$ cat src/hdl/game_port_buttons_and_paddles_defines.svh
// Assertion macros for the game port block.
// Depends on a clk and an active-low rst_n in the scope that uses them.
`ifndef GAME_PORT_BUTTONS_AND_PADDLES_DEFINES_SVH
`define GAME_PORT_BUTTONS_AND_PADDLES_DEFINES_SVH

// Same-cycle implication, sampled on clk, off while in reset.
`define GPBP_ASSERT_IMPL(lbl, ante, cons, msg) \
  lbl: assert property (@(posedge clk) disable iff (!rst_n) (ante) |-> (cons)) else $error(msg);

// Next-cycle implication, sampled on clk, off while in reset.
`define GPBP_ASSERT_NEXT(lbl, ante, cons, msg) \
  lbl: assert property (@(posedge clk) disable iff (!rst_n) (ante) |=> (cons)) else $error(msg);

`endif

$ cat src/hdl/gpbp_pkg.sv
// Shared types, constants and helper functions for the game port block.
// No dependencies.
`default_nettype none

package gpbp_pkg;

  localparam int CYCLE_BITS  = 48;  // width of the cycle counter kept inside
  localparam int CYCLE_IN_W  = 48;  // width of the cycle field on the port
  localparam int CMD_W       = 3;
  localparam int INDEX_W     = 2;
  localparam int POS_W       = 8;
  localparam int US_W        = 16;
  localparam int DELAY_W     = 12;  // paddle delay never exceeds 3092
  localparam int NUM_BUTTONS = 3;
  localparam int NUM_PADDLES = 4;
  localparam int AUTOFIRE_W  = 3;
  localparam int STICK_W     = 2;
  localparam int CFG_IDX_W   = 2;
  localparam int CFG_DATA_W  = 16;

  localparam logic [US_W-1:0]  LATCH_RESET  = US_W'(5000);
  localparam logic [STICK_W-1:0] STICK_RESET = STICK_W'(1);
  localparam logic [POS_W-1:0] PDL_CENTER   = POS_W'(127);
  localparam logic [POS_W-1:0] PDL_FULL     = POS_W'(255);
  localparam logic [POS_W:0]   PDL_FULL_AS  = (POS_W+1)'(280);

  typedef enum logic [CMD_W-1:0] {
    CMD_TIME     = 3'd0,
    CMD_LEVEL    = 3'd1,
    CMD_PADDLE   = 3'd2,
    CMD_TRIGGER  = 3'd3,
    CMD_READ_BTN = 3'd4,
    CMD_READ_PDL = 3'd5
  } cmd_e_t;

  typedef enum logic [CFG_IDX_W-1:0] {
    CFG_AUTOFIRE = 2'd0,
    CFG_STICK    = 2'd1,
    CFG_LATCH    = 2'd2
  } cfg_idx_t;

  typedef struct packed {
    cmd_e_t                cmd;
    logic [INDEX_W-1:0]    index;
    logic                  level;
    logic [POS_W-1:0]      position;
    logic [US_W-1:0]       elapsed_us;
    logic [CYCLE_IN_W-1:0] cycle;
  } item_t;

  // floor(p * 2816 / 255) with full scale read as 280.
  // Split as 11*p + floor(11*p / 255); the small quotient uses the
  // add-high-byte trick, exact for values below 65535.
  function automatic logic [DELAY_W-1:0] pdl_delay(input logic [POS_W-1:0] p);
    logic [POS_W:0]     pe;
    logic [DELAY_W-1:0] y;
    logic [DELAY_W-1:0] q;
    pe = (p == PDL_FULL) ? PDL_FULL_AS : {1'b0, p};
    y  = DELAY_W'({pe, 3'b000}) + DELAY_W'({pe, 1'b0}) + DELAY_W'(pe);
    q  = (y + (y >> 8) + DELAY_W'(1)) >> 8;
    return y + q;
  endfunction

endpackage

`default_nettype wire

$ cat src/hdl/gpbp_buttons.sv
// Push-button latches, levels and autofire state for the game port.
// Depends on gpbp_pkg.
`default_nettype none

module gpbp_buttons (
  input  wire                                clk,
  input  wire                                rst_n,
  input  wire                                en,
  input  wire gpbp_pkg::item_t               item,
  input  wire [gpbp_pkg::AUTOFIRE_W-1:0]     autofire_mask,
  input  wire [gpbp_pkg::US_W-1:0]           latch_time_us,
  output logic                               btn_bit
);
  import gpbp_pkg::*;

  logic [US_W-1:0] latch_r   [NUM_BUTTONS];
  logic [US_W-1:0] latch_nxt [NUM_BUTTONS];
  logic [NUM_BUTTONS-1:0] held_r,  held_nxt;
  logic [NUM_BUTTONS-1:0] phase_r, phase_nxt;
  logic [NUM_BUTTONS-1:0] last_r,  last_nxt;
  logic [INDEX_W-1:0] sel;
  logic valid_btn;
  logic pressed;

  assign sel       = item.index;
  assign valid_btn = (int'(item.index) < NUM_BUTTONS);

  always_comb begin
    latch_nxt = latch_r;
    held_nxt  = held_r;
    phase_nxt = phase_r;
    last_nxt  = last_r;
    btn_bit   = 1'b0;
    pressed   = 1'b0;
    case (item.cmd)
      CMD_TIME: begin
        // count down, saturate at zero
        for (int i = 0; i < NUM_BUTTONS; i++) begin
          latch_nxt[i] = (latch_r[i] > item.elapsed_us) ? latch_r[i] - item.elapsed_us
                                                        : '0;
        end
      end
      CMD_LEVEL: begin
        if (valid_btn) begin
          if (item.level && !held_r[sel]) begin
            latch_nxt[sel] = latch_time_us;
          end
          held_nxt[sel] = item.level;
        end
      end
      CMD_READ_BTN: begin
        if (valid_btn) begin
          pressed        = (latch_r[sel] != '0) || held_r[sel];
          latch_nxt[sel] = '0;
          btn_bit        = pressed;
          if (autofire_mask[sel] && pressed) begin
            // toggle on back-to-back pressed reads, restart high otherwise
            phase_nxt[sel] = last_r[sel] ? ~phase_r[sel] : 1'b1;
            btn_bit        = phase_nxt[sel];
          end
          last_nxt[sel] = pressed;
        end
      end
      default: ;
    endcase
  end

  always_ff @(posedge clk) begin
    if (!rst_n) begin
      for (int i = 0; i < NUM_BUTTONS; i++) begin
        latch_r[i] <= '0;
      end
      held_r  <= '0;
      phase_r <= '0;
      last_r  <= '0;
    end else if (en) begin
      latch_r <= latch_nxt;
      held_r  <= held_nxt;
      phase_r <= phase_nxt;
      last_r  <= last_nxt;
    end
  end

endmodule

`default_nettype wire

$ cat src/hdl/gpbp_paddles.sv
// Paddle positions (kept as timer delays) and the timer trigger cycle.
// Depends on gpbp_pkg.
`default_nettype none

module gpbp_paddles (
  input  wire                              clk,
  input  wire                              rst_n,
  input  wire                              en,
  input  wire gpbp_pkg::item_t             item,
  input  wire [gpbp_pkg::STICK_W-1:0]      stick_present,
  output logic                             pdl_bit
);
  import gpbp_pkg::*;

  logic [DELAY_W-1:0]    delay_r [NUM_PADDLES];
  logic [CYCLE_BITS-1:0] trig_r;
  logic [CYCLE_BITS-1:0] cyc;
  logic [CYCLE_BITS:0]   limit;

  assign cyc = CYCLE_BITS'(item.cycle);

  // One bit of headroom stands in for saturation: once the sum passes the
  // counter range, any cycle compares as still inside the window.
  assign limit   = {1'b0, trig_r} + (CYCLE_BITS+1)'(delay_r[item.index]);
  assign pdl_bit = !stick_present[item.index[1]] || ({1'b0, cyc} <= limit);

  // Store the delay, not the raw position: keeps the multiply off the read path.
  always_ff @(posedge clk) begin
    if (!rst_n) begin
      for (int i = 0; i < NUM_PADDLES; i++) begin
        delay_r[i] <= pdl_delay(PDL_CENTER);
      end
      trig_r <= '0;
    end else if (en) begin
      case (item.cmd)
        CMD_PADDLE:  delay_r[item.index] <= pdl_delay(item.position);
        CMD_TRIGGER: trig_r <= cyc;
        default: ;
      endcase
    end
  end

endmodule

`default_nettype wire

$ cat src/hdl/game_port_buttons_and_paddles.sv
// Game port: three push buttons with press latches and autofire, four paddle
// timers. Takes one command per clock unless stalled and returns one result per
// read command, from the input register through the result register. State
// updates of one command are seen by the next. The paddle read, a CYCLE_BITS+1
// wide add and compare against the trigger cycle, sets the clock period. A read
// in the input register waits while the result register is full and stalled,
// and the input side stalls with it; any other command advances regardless.
`default_nettype none
`include "game_port_buttons_and_paddles_defines.svh"

module game_port_buttons_and_paddles (
  input  wire                                clk,
  input  wire                                rst_n,
  input  wire                                in_valid,
  output logic                               in_stall,
  input  wire [gpbp_pkg::CMD_W-1:0]          in_cmd,
  input  wire [gpbp_pkg::INDEX_W-1:0]        in_index,
  input  wire                                in_level,
  input  wire [gpbp_pkg::POS_W-1:0]          in_position,
  input  wire [gpbp_pkg::US_W-1:0]           in_elapsed_us,
  input  wire [gpbp_pkg::CYCLE_IN_W-1:0]     in_cycle,
  output logic                               out_valid,
  input  wire                                out_stall,
  output logic                               out_read_bit,
  input  wire                                cfg_we,
  input  wire [gpbp_pkg::CFG_IDX_W-1:0]      cfg_index,
  input  wire [gpbp_pkg::CFG_DATA_W-1:0]     cfg_data
);
  import gpbp_pkg::*;

  logic [AUTOFIRE_W-1:0] autofire_r;
  logic [STICK_W-1:0]    stick_r;
  logic [US_W-1:0]       latch_time_r;

  item_t s1_item_r;
  logic  s1_valid_r;
  logic  out_valid_r;
  logic  out_read_bit_r;
  logic  is_read;
  logic  adv;
  logic  accept;
  logic  btn_bit;
  logic  pdl_bit;

  // configuration registers
  always_ff @(posedge clk) begin
    if (!rst_n) begin
      autofire_r   <= '0;
      stick_r      <= STICK_RESET;
      latch_time_r <= LATCH_RESET;
    end else if (cfg_we) begin
      unique case (cfg_index)
        CFG_AUTOFIRE: autofire_r   <= AUTOFIRE_W'(cfg_data);
        CFG_STICK:    stick_r      <= STICK_W'(cfg_data);
        CFG_LATCH:    latch_time_r <= US_W'(cfg_data);
        default: ;
      endcase
    end
  end

  assign is_read  = (s1_item_r.cmd == CMD_READ_BTN) || (s1_item_r.cmd == CMD_READ_PDL);
  // advance unless a read has nowhere to go
  assign adv      = s1_valid_r && (!is_read || !out_valid_r || !out_stall);
  assign in_stall = s1_valid_r && !adv;
  assign accept   = in_valid && !in_stall;

  always_ff @(posedge clk) begin
    if (!rst_n) begin
      s1_valid_r <= 1'b0;
    end else begin
      s1_valid_r <= accept || (s1_valid_r && !adv);
    end
  end

  always_ff @(posedge clk) begin
    if (accept) begin
      s1_item_r <= '{cmd:        cmd_e_t'(in_cmd),
                     index:      in_index,
                     level:      in_level,
                     position:   in_position,
                     elapsed_us: in_elapsed_us,
                     cycle:      in_cycle};
    end
  end

  gpbp_buttons u_buttons (
    .clk           (clk),
    .rst_n         (rst_n),
    .en            (adv),
    .item          (s1_item_r),
    .autofire_mask (autofire_r),
    .latch_time_us (latch_time_r),
    .btn_bit       (btn_bit)
  );

  gpbp_paddles u_paddles (
    .clk           (clk),
    .rst_n         (rst_n),
    .en            (adv),
    .item          (s1_item_r),
    .stick_present (stick_r),
    .pdl_bit       (pdl_bit)
  );

  // result register
  always_ff @(posedge clk) begin
    if (!rst_n) begin
      out_valid_r <= 1'b0;
    end else if (adv && is_read) begin
      out_valid_r <= 1'b1;
    end else if (!out_stall) begin
      out_valid_r <= 1'b0;
    end
  end

  always_ff @(posedge clk) begin
    if (adv && is_read) begin
      out_read_bit_r <= (s1_item_r.cmd == CMD_READ_BTN) ? btn_bit : pdl_bit;
    end
  end

  assign out_valid    = out_valid_r;
  assign out_read_bit = out_read_bit_r;

  `GPBP_ASSERT_IMPL(a_stall_needs_item, in_stall, s1_valid_r, "stall with empty stage")
  `GPBP_ASSERT_IMPL(a_free_out_advances, s1_valid_r && !out_valid_r, adv, "stage stuck")
  `GPBP_ASSERT_NEXT(a_read_gives_result, adv && is_read, out_valid_r, "read gave no result")
  `GPBP_ASSERT_NEXT(a_no_stray_result, adv && !is_read && !out_valid_r, !out_valid_r, "stray")

endmodule

`default_nettype wire
$ cat config.mk
export PLATFORM = sky130hd
export DESIGN_NAME = game_port_buttons_and_paddles
export DESIGN_NICKNAME = d
export VERILOG_FILES = /design/src/hdl/gpbp_pkg.sv /design/src/hdl/gpbp_buttons.sv /design/src/hdl/gpbp_paddles.sv /design/src/hdl/game_port_buttons_and_paddles.sv
export VERILOG_INCLUDE_DIRS = /design/src /design/src/hdl
export SDC_FILE = /design/constraint.sdc
export NUM_CORES = 1
export LEC_CHECK = 0
export ABC_AREA = 1
export ABC_CLOCK_PERIOD_IN_PS = 5370
export BUFFER_PORTS_ARGS = -buffer_cell sky130_fd_sc_hd__buf_2
export CORE_AREA = 10 10 179 181
export CTS_CLUSTER_DIAMETER = 100
export DETAILED_ROUTE_END_ITERATION = 7
export DIE_AREA = 0 0 189 191
export PLACE_DENSITY = 0.92
export REMOVE_ABC_BUFFERS = 1
export SLEW_MARGIN = 10
export SYNTH_ARGS = -nofsm -noshare
export SYNTH_HDL_FRONTEND = slang
export SYNTH_HIERARCHICAL = 1
export SYNTH_SLANG_ARGS = --single-unit
$ cat constraint.sdc
create_clock -name clk -period 5.37 [get_ports clk]
set_input_delay 0.8055 -clock clk [delete_from_list [all_inputs] [get_ports clk]]
set_output_delay 0.8055 -clock clk [all_outputs]
set_load 0.05 [all_outputs]
# Word-level counts from Yosys, hierarchy flattened
# Memories as Yosys holds them, arrays and structs flattened. A register that Yosys moved wholly into a read port is not among the register bits.
# Index checks and enable logic that the tools add are counted.
# totals
ff_bits	207
ram_bits	48
in_bits	101
out_inout_bits	3
elab_cells	135
memories	1
# op_classes
add_sub_neg	9
n_lt_le_gt_ge	10
n_eq_ne	12
n_mux	46
bitwise	4
n_reduce_logical	34
# memory_table
name	words	width	read_ports	rd_ports_with_merged_regs	write_ports	line	source
u_paddles.delay_r	4	12	1	1	4	gpbp_paddles.sv:15	logic [DELAY_W-1:0] delay_r [NUM_PADDLES];
# ops
operator	count
48-bit two-way mux	3
48-bit case mux with 3 select lines	1
16-bit two-way mux	6
48-bit by 12-bit adder with 49-bit output	1
48-bit by 49-bit <= comparator with 1-bit output	1
48-bit AND	1
48-bit bitwise mux	1
16-bit > comparator	3
48-bit inverter	1
16-bit subtractor	3
16-bit binary-select mux with 2-bit select	1
16-bit demux with 2-bit select	1
12-bit by 4-bit adder with 12-bit output	2
1-bit two-way mux	20
16-bit nonzero test	1
12-bit by 1-bit adder with 12-bit output (second input constant)	1
12-bit by 10-bit adder with 12-bit output	1
12-bit by 9-bit adder with 12-bit output	1
12-bit two-way mux	1
12-bit OR reduction	1
1-bit binary-select mux with 2-bit select	5
3-bit bitwise mux	3
9-bit two-way mux	1
8-bit equality test (second input constant)	1
26 further kinds	54

# Depth between registers and ports, before layout
# Gate-level depths: netlist of run 1.
# logic_depth
ltp_word	11
ltp_mapped	39
ltp_nobuf	39

# By module
# Netlist of run 1, hierarchy kept.
# by_module_without_submodules
mod	n_inst	cells_per_inst	area_per_inst_um2	seq_area_each_um2
gpbp_paddles	1	1100	7987.7	2402.3
gpbp_buttons	1	1160	6403.6	1141.1
game_port_buttons_and_paddles	1	208	3372.0	2832.7

# Least setup slack after synthesis of run 1
# Ideal clock, no wire load.
# synth_timing
kind	register to register
start	register s1_item_r[67] in the netlist's numbering
end	memory u_paddles.delay_r[0][10] (data pin)
setup_time_ps	273
arrival_time_ps	4700
required_ps	5097
slack_ps	397
path_stages_with_launch	33
path_buffers	0
period_less_slack_ps	4973
cell_sequence	edfxtp_1 -> inv_2 -> nor3_2 -> nand2_2 -> inv_1 -> nor2_1 -> inv_1 -> fa_1 -> inv_1 -> ha_1 -> a21oi_1 -> nor2_1 -> nor2_1 -> nand3_2 -> nand2_4 -> inv_1 -> ha_1 -> a21oi_1 -> o21ai_0 -> o21ai_2 -> nand2_1 -> inv_1 -> ha_1 -> inv_1 -> fa_1 -> inv_1 -> a31oi_1 -> nor2_1 -> nand3_1 -> nor2_1 -> nand3_1 -> nand2_1 -> nand4_1
# synth_rtl
element	line	source
start: declaration	game_port_buttons_and_paddles.sv:35	item_t s1_item_r;
start signal: assignment	game_port_buttons_and_paddles.sv:77	s1_item_r <= '{cmd: cmd_e_t'(in_cmd),
end: declaration	gpbp_paddles.sv:15	

==> summary.txt, run 1 <==
Synthesis
  • Post-synthesis register bit count: 255
  • Mapped Avg Cell Area: 7.197 um2
  • Synth Warn #: 6
  • Mapped cell area: 17760 um2
  • Netlist cell types: 50
  • Sequential share of the synthesized area: 35.89%
  • Post-Synthesis Cells: 2468

STA
  • Fin Clk Skew: 17.08 ps
  • Fin. Hold Viols: 0
  • Final Slew Violations: 0
  • # setup viols final: 0
  • Final period utilization: 94.60%
  • Fin Setup TNS: 0 ps
  • Worst-margin pin slew: 1098 ps
  • Final min period: 5080 ps
  • Post-route setup slack: 289.8 ps
  • Hold slack: 419.7 ps
  • F_max: 196.8 MHz
  • Worst slew margin: 26.79%

Layout
  • Antenna cells: 0
  • Layout area overhead: 12.02%
  • Fin area: 19900 um2
  • Post-route insts no fill: 2980
  • Final Util: 69.90%
  • Layout cell share with drive strength beyond 1: 11.63%
  • Nets: 2810
  • Fill cell count: 2295

GRT
  • Remaining global-route overflow: 0
  • Initial antenna violation count: 0
  • Overall routing resource usage: 27.06%
  • Vias in the first global route: 16390
  • First-pass GRT wire length: 81.11 mm
  • Largest net degree at the start of global routing: 97

Worst setup path
  • Top cell by count, worst path: nand2_1
  • WS Path Type: reg2reg
  • CP startpoint kind: flip-flop
  • Slack of the worst reg-to-reg path: 290 ps
  • CP Max Fanout: 5
  • FF-to-FF path depth: 32
  • WP data required: 5670 ps
  • CP max stage delay: 380 ps
  • CP max stage cell: edfxtp_1
  • Worst EP arrival: 5380 ps
  • CP Capture Type: flip-flop

Route
  • Drt first pass iters: 7
  • Number of DRC markers in iteration 0: 1695
  • Final WL: 50.84 mm
  • DRC viols: 0
  • Drt wl/cell: 17.06 um
  • Vias per std cell: 5.783
  • Routed vias: 17230
  • Post-DRT Antenna Nets: 0

Clock tree
  • CTS root buf: clkbuf_16
  • Hold_buf cts: 0
  • CTS Buffer Depth: 3
  • Clock buffer count from CTS: 28
  • Clk sinks: 255
  • CTS tree: done
  • Htree depth: 1
  • Worst-Skew Late Latency: 560 ps
  • Clock-pin slew on the worst setup and hold paths: 60 ps

Job
  • Max_cap viols: 0

Die
  • # IOs: 104
  • Core ar.: 28470 um2
  • Die area: 36100 um2
  • FP Rows: 62
  • Die Ht: 191 um
  • Die W: 189 um
  • Starting Density: 62.39%

Pwr
  • Power Total: 5.415 mW
  • Worst vdd ir: 0.3463 mV
  • Pleak: 8.906 nW
  • Pwr/cell area: 272.1 nW/um2

Run status
  • Outcome: complete, no violations

Placement
  • Post-DP Area: 18660 um2
  • Placed cells: 2919
  • Gp weighted congestion: 0.9693
  • IO Port Bufs: 103
  • Pre-CTS WS: 22.78 ps
  • Dpl hpwl: 37.43 mm

Hold path
  • Hold Path Depth: 1
  • Hold Path Class: in2reg
-- state kept, by name (all words and copies together) (netlist names) --
| signal | count |
|---|---|
| u_buttons/last_r | 3 |
| u_paddles/trig_r | 48 |
| out_read_bit | 1 |
| u_buttons/latch_r | 48 |
| stick_r | 2 |
| u_buttons/phase_r | 3 |
| s1_valid_r | 1 |
| u_buttons/held_r | 3 |
| latch_time_r | 16 |
| s1_item_r | 78 |
| u_paddles/delay_r | 48 |
| out_valid | 1 |
| autofire_r | 3 |
-- power by group --
part / switching (mW) / internal [mW] / leakage, nW
clock: 0.820 / 1.26 / 0.471
combinational: 0.747 / 0.410 / 6.21
sequential: 0.0594 / 2.12 / 2.23
-- final timing paths --
check | start | endpoint
hold / removal | in_cmd[1] | s1_item_r[76]
hold reg to reg | u_paddles/trig_r[4] | u_paddles/trig_r[4]
setup reg to reg | s1_item_r[71] | u_paddles/delay_r[1][11]
setup / recovery | s1_item_r[71] | u_paddles/delay_r[1][11]
-- critical path, delay by kind of cell (launching register included) --
kind                       cells  cell delay [ps]
AOI/OAI and AO/OA              8             1310
and+or+nand+nor               14             1300
adders and majority gates      4             1150
DFF                            1              380
buffers and inverters          4              330
xor gates and xnor gates       2              320
-- layout by cell type (no fill, tap or decap), types with 8 or more instances in the layout --
cell type / n
a21oi_1: 177
a31oi_1: 12
buf_2: 103
buf_4: 40
clkbuf_16: 28
dfxtp_1: 128
edfxtp_1: 127
ha_1: 120
inv_1: 299
inv_2: 20
nand2_1: 613
nand2_2: 19
nand3_1: 143
nand3_2: 8
nand3b_1: 18
nand4_1: 65
nor2_1: 271
nor2_2: 13
nor3_1: 31
nor4_1: 9
o21ai_0: 142
o21ai_1: 9
o22ai_1: 12
xnor2_1: 15
xor2_1: 61
-- cell families (layout without fill, tap and decap cells) --
logic type      after synthesis  in the layout  synth area share (%)
xor+xnor                     79             79                 4.022
simple gates               1223           1223                 29.99
mux                           1              1               0.05635
flops                       255            255                 35.89
compound gates              382            382                 11.40
fa+ha+maj                   135            135                 9.847
buf+inv                     393            521                 8.784
-- cells in the mapped netlist, drive strengths merged --
cell type	count	share of area, %
nand4	65	2.3
o211ai	3	0.18
xnor2	15	0.74
a31oi	13	0.46
nand3b	18	0.76
nor3b	3	0.13
clkbuf	42	0.89
xor2	64	3.3
dfxtp	128	14
o21ai	156	4.5
nor3	38	1.3
a21o	4	0.17
a21oi	184	5.3
nand3	152	4.5
o21a	2	0.085
edfxtp	127	21
nor2	289	6.4
o31ai	3	0.13
o22ai	12	0.42
mux2i	1	0.056
inv	320	6.8
clkinv	6	0.13
buf	25	1.0
or2	6	0.21
nor4	11	0.46
o21bai	5	0.21
fa	8	0.90
nand2	636	14
ha	127	8.9
and2	5	0.18
-- metal layers --
metal  share of wire [%]  wire length [um]  GRT usage [%]  vias to the layer above
met1                  42             21100          34.92                     7858
met4                 4.5              2295          12.39                        0
met5                   0                 0              0                        -
met2                  45             22980          43.91                      857
met3                 8.8              4461          4.373                      168
li1                    -                 -              -                     8351
-- timing repair --
item / 4_1_cts / 5_1_grt
buffers inserted: 0 / 9
pin swaps: 0 / 19
gates resized for setup: 1 / 45
endpoints found under the setup margin: 6 / 32
-- final cells by class --
type,instances,area [um2],share of cell area [%]
Clock buffer,34,723.2,3.634
Clock inverter,18,272.8,1.371
Inverter,326,1226,6.162
Multi-Input combinational cell,1820,10000,50.28
Sequential cell,255,6376,32.04
Tap cell,384,480.5,2.414
Timing Repair Buffer,143,815.8,4.100
(Power assumes the default switching activity.)
==> run 2, diff against run 1 <==
CORE_AREA = 3 3 172 174   (was 10 10 179 181)
DIE_AREA = 0 0 175 177   (was 0 0 189 191)
RECOVER_POWER = 25   (was unset)
==> run 2 against run 1 <==
Non-clock buffer count shrank 1; total power is 2.1% lower; flip-flop and latch count did not move; count of clock-buffer cells in the layout is the same; fmax shrank 0.96%; sequential share of layout area is 0.16 points higher; first-iteration DRC count grew 15%; worst setup slack worse by 49 ps; the flow now finishes with violations (max-capacitance violations, max-slew violations); final cell count is 0.23% lower; combinational power is essentially flat.
==> summary.txt, run 2 (synthesis gave the netlist of run 1 again) <==
Run status
  • Outcome: complete, but fails checks
  • Failing checks: max-capacitance violations, max-slew violations

Hold path
  • Hold Path Depth: 1
  • Hold Path Sink: s1_item_r[59]
  • Hold Path Class: in2reg
  • Hold Crit Start: in_elapsed_us[11]

Route
  • DRC viols: 0
  • Post-DRT Antenna Nets: 0
  • Drt wl/cell: 16.69 um
  • Vias per std cell: 5.872
  • Routed vias: 17460
  • Drt first pass iters: 7
  • Final WL: 49.63 mm
  • Number of DRC markers in iteration 0: 1953

Worst setup path
  • Reg-to-Reg Start: s1_item_r[66]
  • Slack of the worst reg-to-reg path: 240 ps
  • CP Max Fanout: 5
  • WS Path Type: reg2reg
  • Reg-to-reg critical path endpoint: u_paddles/delay_r[0][6]
  • CP max stage cell: edfxtp_1
  • FF-to-FF path depth: 34
  • Buf+Inv Stages, Crit Path: 6
  • Top cell by count, worst path: nand2_1
  • CP startpoint kind: flip-flop
  • CP Capture Type: flip-flop
  • WP data required: 5660 ps
  • Cell family with most CP delay: simple AND/OR/NAND/NOR gates
  • CP max stage delay: 370 ps
  • Worst EP arrival: 5420 ps

STA
  • Hold slack: 421.4 ps
  • Fin Clk Skew: 22.04 ps
  • F_max: 195.0 MHz
  • Final min period: 5129 ps
  • Worst-margin pin slew: 1726 ps
  • Final period utilization: 95.52%
  • # setup viols final: 0
  • Worst slew margin: -15.04%
  • Final Slew Violations: 40
  • Fin. Hold Viols: 0

Placement
  • IO Port Bufs: 103
  • Dpl hpwl: 35.93 mm
  • Placed cells: 2910
  • Gp weighted congestion: 1.017

Pwr
  • Pleak: 8.868 nW
  • Pwr/cell area: 267.7 nW/um2
  • Worst vdd ir: 0.2933 mV

Layout
  • Commonest non-fill, non-tap cells in the layout: 614 x nand2_1, 303 x inv_1, 272 x nor2_1
  • Post-route insts no fill: 2973
  • Register name with the most flops: s1_item_r
  • Layout area overhead: 11.47%
  • Fill cell count: 2183
  • Layout cell share with drive strength beyond 1: 11.21%
  • Max FFs per register: 78
  • Antenna cells: 0
  • Nets: 2809
  • Most common cell after layout, fill and taps aside: nand2_1

Die
  • Die Ht: 177 um
  • FP Rows: 61
  • Die W: 175 um
  • Die area: 30980 um2
  • Starting Density: 63.59%
  • Core ar.: 27930 um2
  • # IOs: 104

Clock tree
  • Clock-pin slew on the worst setup and hold paths: 60 ps
  • Clock buffer count from CTS: 28
  • CTS root buf: clkbuf_16
  • Htree depth: 1
  • CTS Buffer Depth: 3
  • Worst-Skew Late Latency: 560 ps
  • CTS tree: done
  • Clk sinks: 255

GRT
  • Vias in the first global route: 16470
  • Remaining global-route overflow: 0
  • First-pass GRT wire length: 79.29 mm
  • Largest net degree at the start of global routing: 97
  • Initial antenna violation count: 1
  • Overall routing resource usage: 31.12%

Job
  • Max_cap viols: 1
==> run 2: cell types whose count changed in the layout (fill, tap and decap cells not counted), moves of 3 or more <==
cell and change:
buf_2 -4, clkbuf_1 +4, clkinv_2 +4, inv_1 +4, inv_2 -4, xor2_2 +3
==> run 2: cell type report <==
type	instances	area, um2	area share, %
repair buffers	142	803.3	4.057
flip-flops and latches	255	6376	32.20
inverters	326	1226	6.193
well taps	378	473.0	2.389
clock inverters	18	212.7	1.074
multi-input cells	1820	9986	50.43
clock buffers	34	723.2	3.652
==> run 2: how the worst max path moves through the flow <==
stage                       start                        to  slack, ps  cells past startpoint
floorplan           s1_item_r[67]  u_paddles/delay_r[0][10]        390                     32
global placement    s1_item_r[66]  u_paddles/delay_r[1][10]        120                     32
detailed placement  s1_item_r[66]  u_paddles/delay_r[1][10]        -30                     32
CTS                 s1_item_r[66]   u_paddles/delay_r[0][8]         10                     32
global route        s1_item_r[66]  u_paddles/delay_r[1][10]        -80                     33
finish              s1_item_r[66]   u_paddles/delay_r[0][6]        240                     34
==> run 2: stage by stage <==
stage / setup TNS [ps] / power [mW] / setup slack (ps) / cell area (um2) / util (%)
floorplan: 0 / 2.933 / 391.8 / 17430 / -
global placement: 0 / 3.221 / 117.0 / 18630 / 66.69
detailed placement: -67.49 / 3.261 / -28.34 / 18630 / 66.69
CTS: 0 / 5.224 / 12.49 / 19590 / 70.12
global route: -449.5 / 5.530 / -82.67 / 19800 / 70.88
finish: 0 / 5.301 / 240.7 / 19800 / 70.88
==> run 2: repair_timing <==
| item | in CTS | in global routing |
|---|---|---|
| cloned | 0 | 0 |
| gates resized for setup | 3 | 38 |
| setup buffers | 1 | 10 |
| setup endpoints to repair | 11 | 36 |
| pin swaps | 2 | 14 |
| hold buffers | 0 | 0 |
==> run 2: power by group <==
group / leakage (nW) / switching, mW / total [mW] / internal [mW]
Clock: 0.447 / 0.799 / 1.95 / 1.15
Combinational: 6.19 / 0.752 / 1.17 / 0.413
Sequential: 2.23 / 0.0587 / 2.18 / 2.12
==> run 2: routing by layer <==
| layer | vias up | global-route usage (%) | share of wire (%) |
|---|---|---|---|
| met1 | 7943 | 40.42 | 40 |
| met5 | - | 0 | 0.032 |
| li1 | 8342 | - | - |
| met2 | 969 | 51.30 | 46 |
| met4 | 2 | 14.30 | 5.0 |
| met3 | 200 | 5.019 | 9.5 |
==> run 3, diff against run 2 <==
CTS_BUF_LIST = sky130_fd_sc_hd__clkbuf_16   (was unset)
PLACE_DENSITY = 0.79   (was 0.92)
==> run 3 against run 2 <==
Utilization fell by 0.20 points; hold slack got worse by 4.8 ps; count of clock-buffer cells in the layout shrank 3; the flow still finishes with violations (max-capacitance violations, max-slew violations).
==> summary.txt, run 3 (synthesis gave the netlist of run 1 again) <==
STA
  • Fin. Hold Viols: 0
  • RSZ-0062 raised after global routing: yes
  • Final Slew Violations: 42
  • Final min period: 5326 ps
  • Post-route setup slack: 43.58 ps
  • Fin Setup TNS: 0 ps
  • # setup viols final: 0
  • Final period utilization: 99.19%
  • Worst-margin pin slew: 1861 ps
  • Worst slew margin: -24.10%
  • Fin Clk Skew: 9.266 ps
  • F_max: 187.7 MHz

Route
  • DRC viols: 0
  • Drt wl/cell: 16.60 um
  • Routed vias: 16980
  • Met2 wire length: 21.64 mm
  • Number of DRC markers in iteration 0: 1808
  • Post-DRT Antenna Nets: 0
  • Top sig layer: met4
  • Drt first pass iters: 6
  • WL met1: 21.73 mm
  • Final WL: 49.28 mm
  • Met3 wire length: 4.228 mm
  • Vias per std cell: 5.719

GRT
  • Initial antenna violation count: 2
  • Largest net degree at the start of global routing: 97
  • Remaining global-route overflow: 0
  • Vias in the first global route: 15850
  • First-pass GRT wire length: 78.19 mm
  • Overall routing resource usage: 30.91%

Worst setup path
  • CP max stage delay: 430 ps
  • CP max stage cell: edfxtp_1
  • Worst EP arrival: 5600 ps
  • CP Capture Type: flip-flop
  • WP data required: 5640 ps
  • FF-to-FF path depth: 36
  • CP startpoint kind: flip-flop
  • CP Max Fanout: 5
  • WS Path Type: reg2reg

Clock tree
  • CTS root buf: clkbuf_16
  • CTS tree: done
  • Clock-pin slew on the worst setup and hold paths: 60 ps
  • Clock buffer count from CTS: 29
  • Worst-Skew Late Latency: 560 ps
  • CTS Buffer Depth: 3
  • Clk sinks: 255
  • Htree depth: 1

Pwr
  • Pint: 3.659 mW
  • Combinational Power Share: 21.4%
  • Power Total: 5.271 mW
  • Pwr/cell area: 266.9 nW/um2
  • Worst vdd ir: 0.2982 mV
  • Sw Ratio: 30.59%
  • Sequential power share: 41.4%
  • Pleak: 8.879 nW
  • NetSw: 1.612 mW
  • Clock power share: 37.2%

Die
  • FP Rows: 61
  • Starting Density: 63.59%
  • Die area: 30980 um2
  • Core ar.: 27930 um2
  • Die Ht: 177 um
  • # IOs: 104
  • Die W: 175 um

Run status
  • Failing checks: max-capacitance violations, max-slew violations
  • Outcome: complete, but fails checks

Layout
  • Antenna cells: 0
  • Layout cell share with drive strength beyond 1: 11.23%
  • Nets: 2804
  • Final Util: 70.68%
  • Most common cell after layout, fill and taps aside: nand2_1
  • Commonest non-fill, non-tap cells in the layout: 613 x nand2_1, 307 x inv_1, 272 x nor2_1
  • Register name with the most flops: s1_item_r
  • Fill cell count: 2357
  • Max FFs per register: 78
  • Layout area overhead: 11.16%

Placement
  • Gp weighted congestion: 0.9409
  • Pre-CTS WS: -54.56 ps
  • Dpl hpwl: 36.17 mm
  • IO Port Bufs: 103

Hold path
  • Hold Path Depth: 1
  • Hold Path Class: in2reg

Job
  • Max_cap viols: 1
==> run 3: cell count changes in the layout (fill, tap and decap cells not counted), sizes merged <==
| cell | previous run | this run |
|---|---|---|
| clkinv | 17 | 13 |
| inv | 319 | 331 |
| buf | 138 | 134 |
| clkinvlp | 4 | 3 |
| bufinv | 4 | 2 |
| clkbuf | 38 | 33 |
==> run 3: critical path: cells and delay by family (launching register included) <==
family | cells | cell delay, ps
buffers and inverters | 7 | 540
AND/OR/NAND/NOR | 18 | 1810
adder cells (fa/ha/maj) | 5 | 1320
XOR/XNOR | 1 | 200
flip-flops | 1 | 430
AO/OA/AOI/OAI | 5 | 720
==> run 3: per-layer routing <==
| layer | vias to the layer above | global-route usage, % |
|---|---|---|
| met5 | - | 0 |
| met4 | 0 | 9.940 |
| met3 | 124 | 4.955 |
| met2 | 729 | 49.53 |
| met1 | 7794 | 43.14 |
| li1 | 8334 | - |
==> run 3: what timing repair did <==
| item | 4_1_cts | 5_1_grt |
|---|---|---|
| cloned | 0 | 0 |
| buffers inserted | 1 | 8 |
| pin swaps | 1 | 12 |
| hold buffers | 0 | 0 |
| gates resized for setup | 3 | 37 |
| endpoints found under the setup margin | 12 | 36 |
==> run 3: final cells by class <==
class | instances | area [um2] | area share (%)
Multi-Input combinational cell | 1820 | 9960 | 50.44
Inverter | 326 | 1226 | 6.210
Tap cell | 378 | 473.0 | 2.395
Clock inverter | 23 | 170.2 | 0.8618
Sequential cell | 255 | 6376 | 32.29
Timing Repair Buffer | 136 | 764.5 | 3.872
Clock buffer | 31 | 775.7 | 3.929
==> run 3: final timing paths <==
check	from	endpoint	slack (ps)
setup reg to reg	s1_item_r[65]	u_paddles/delay_r[1][10]	40
hold / removal	in_cycle[6]	s1_item_r[6]	420
setup / recovery	s1_item_r[65]	u_paddles/delay_r[1][10]	40
hold reg to reg	u_paddles/trig_r[10]	u_paddles/trig_r[10]	450
==> run 3: power groups by stage <==
stage               Clock, mW  Sequential (mW)  Combinational [mW]
floorplan                   0             2.20               0.728
global placement            0             2.22                1.01
detailed placement          0             2.22                1.03
CTS                      1.99             2.18                1.05
global route             2.07             2.19                1.25
finish                   1.96             2.18                1.13
==> run 3: through the flow <==
step	cells	cell area (um2)	hold slack, ps
final	2969	19750	416.6
after floorplan	2401	17430	423.4
after global routing	2969	19750	403.8
after detailed placement	2906	18600	442.2
after global placement	2906	18600	436.7
after CTS	2961	19560	398.9
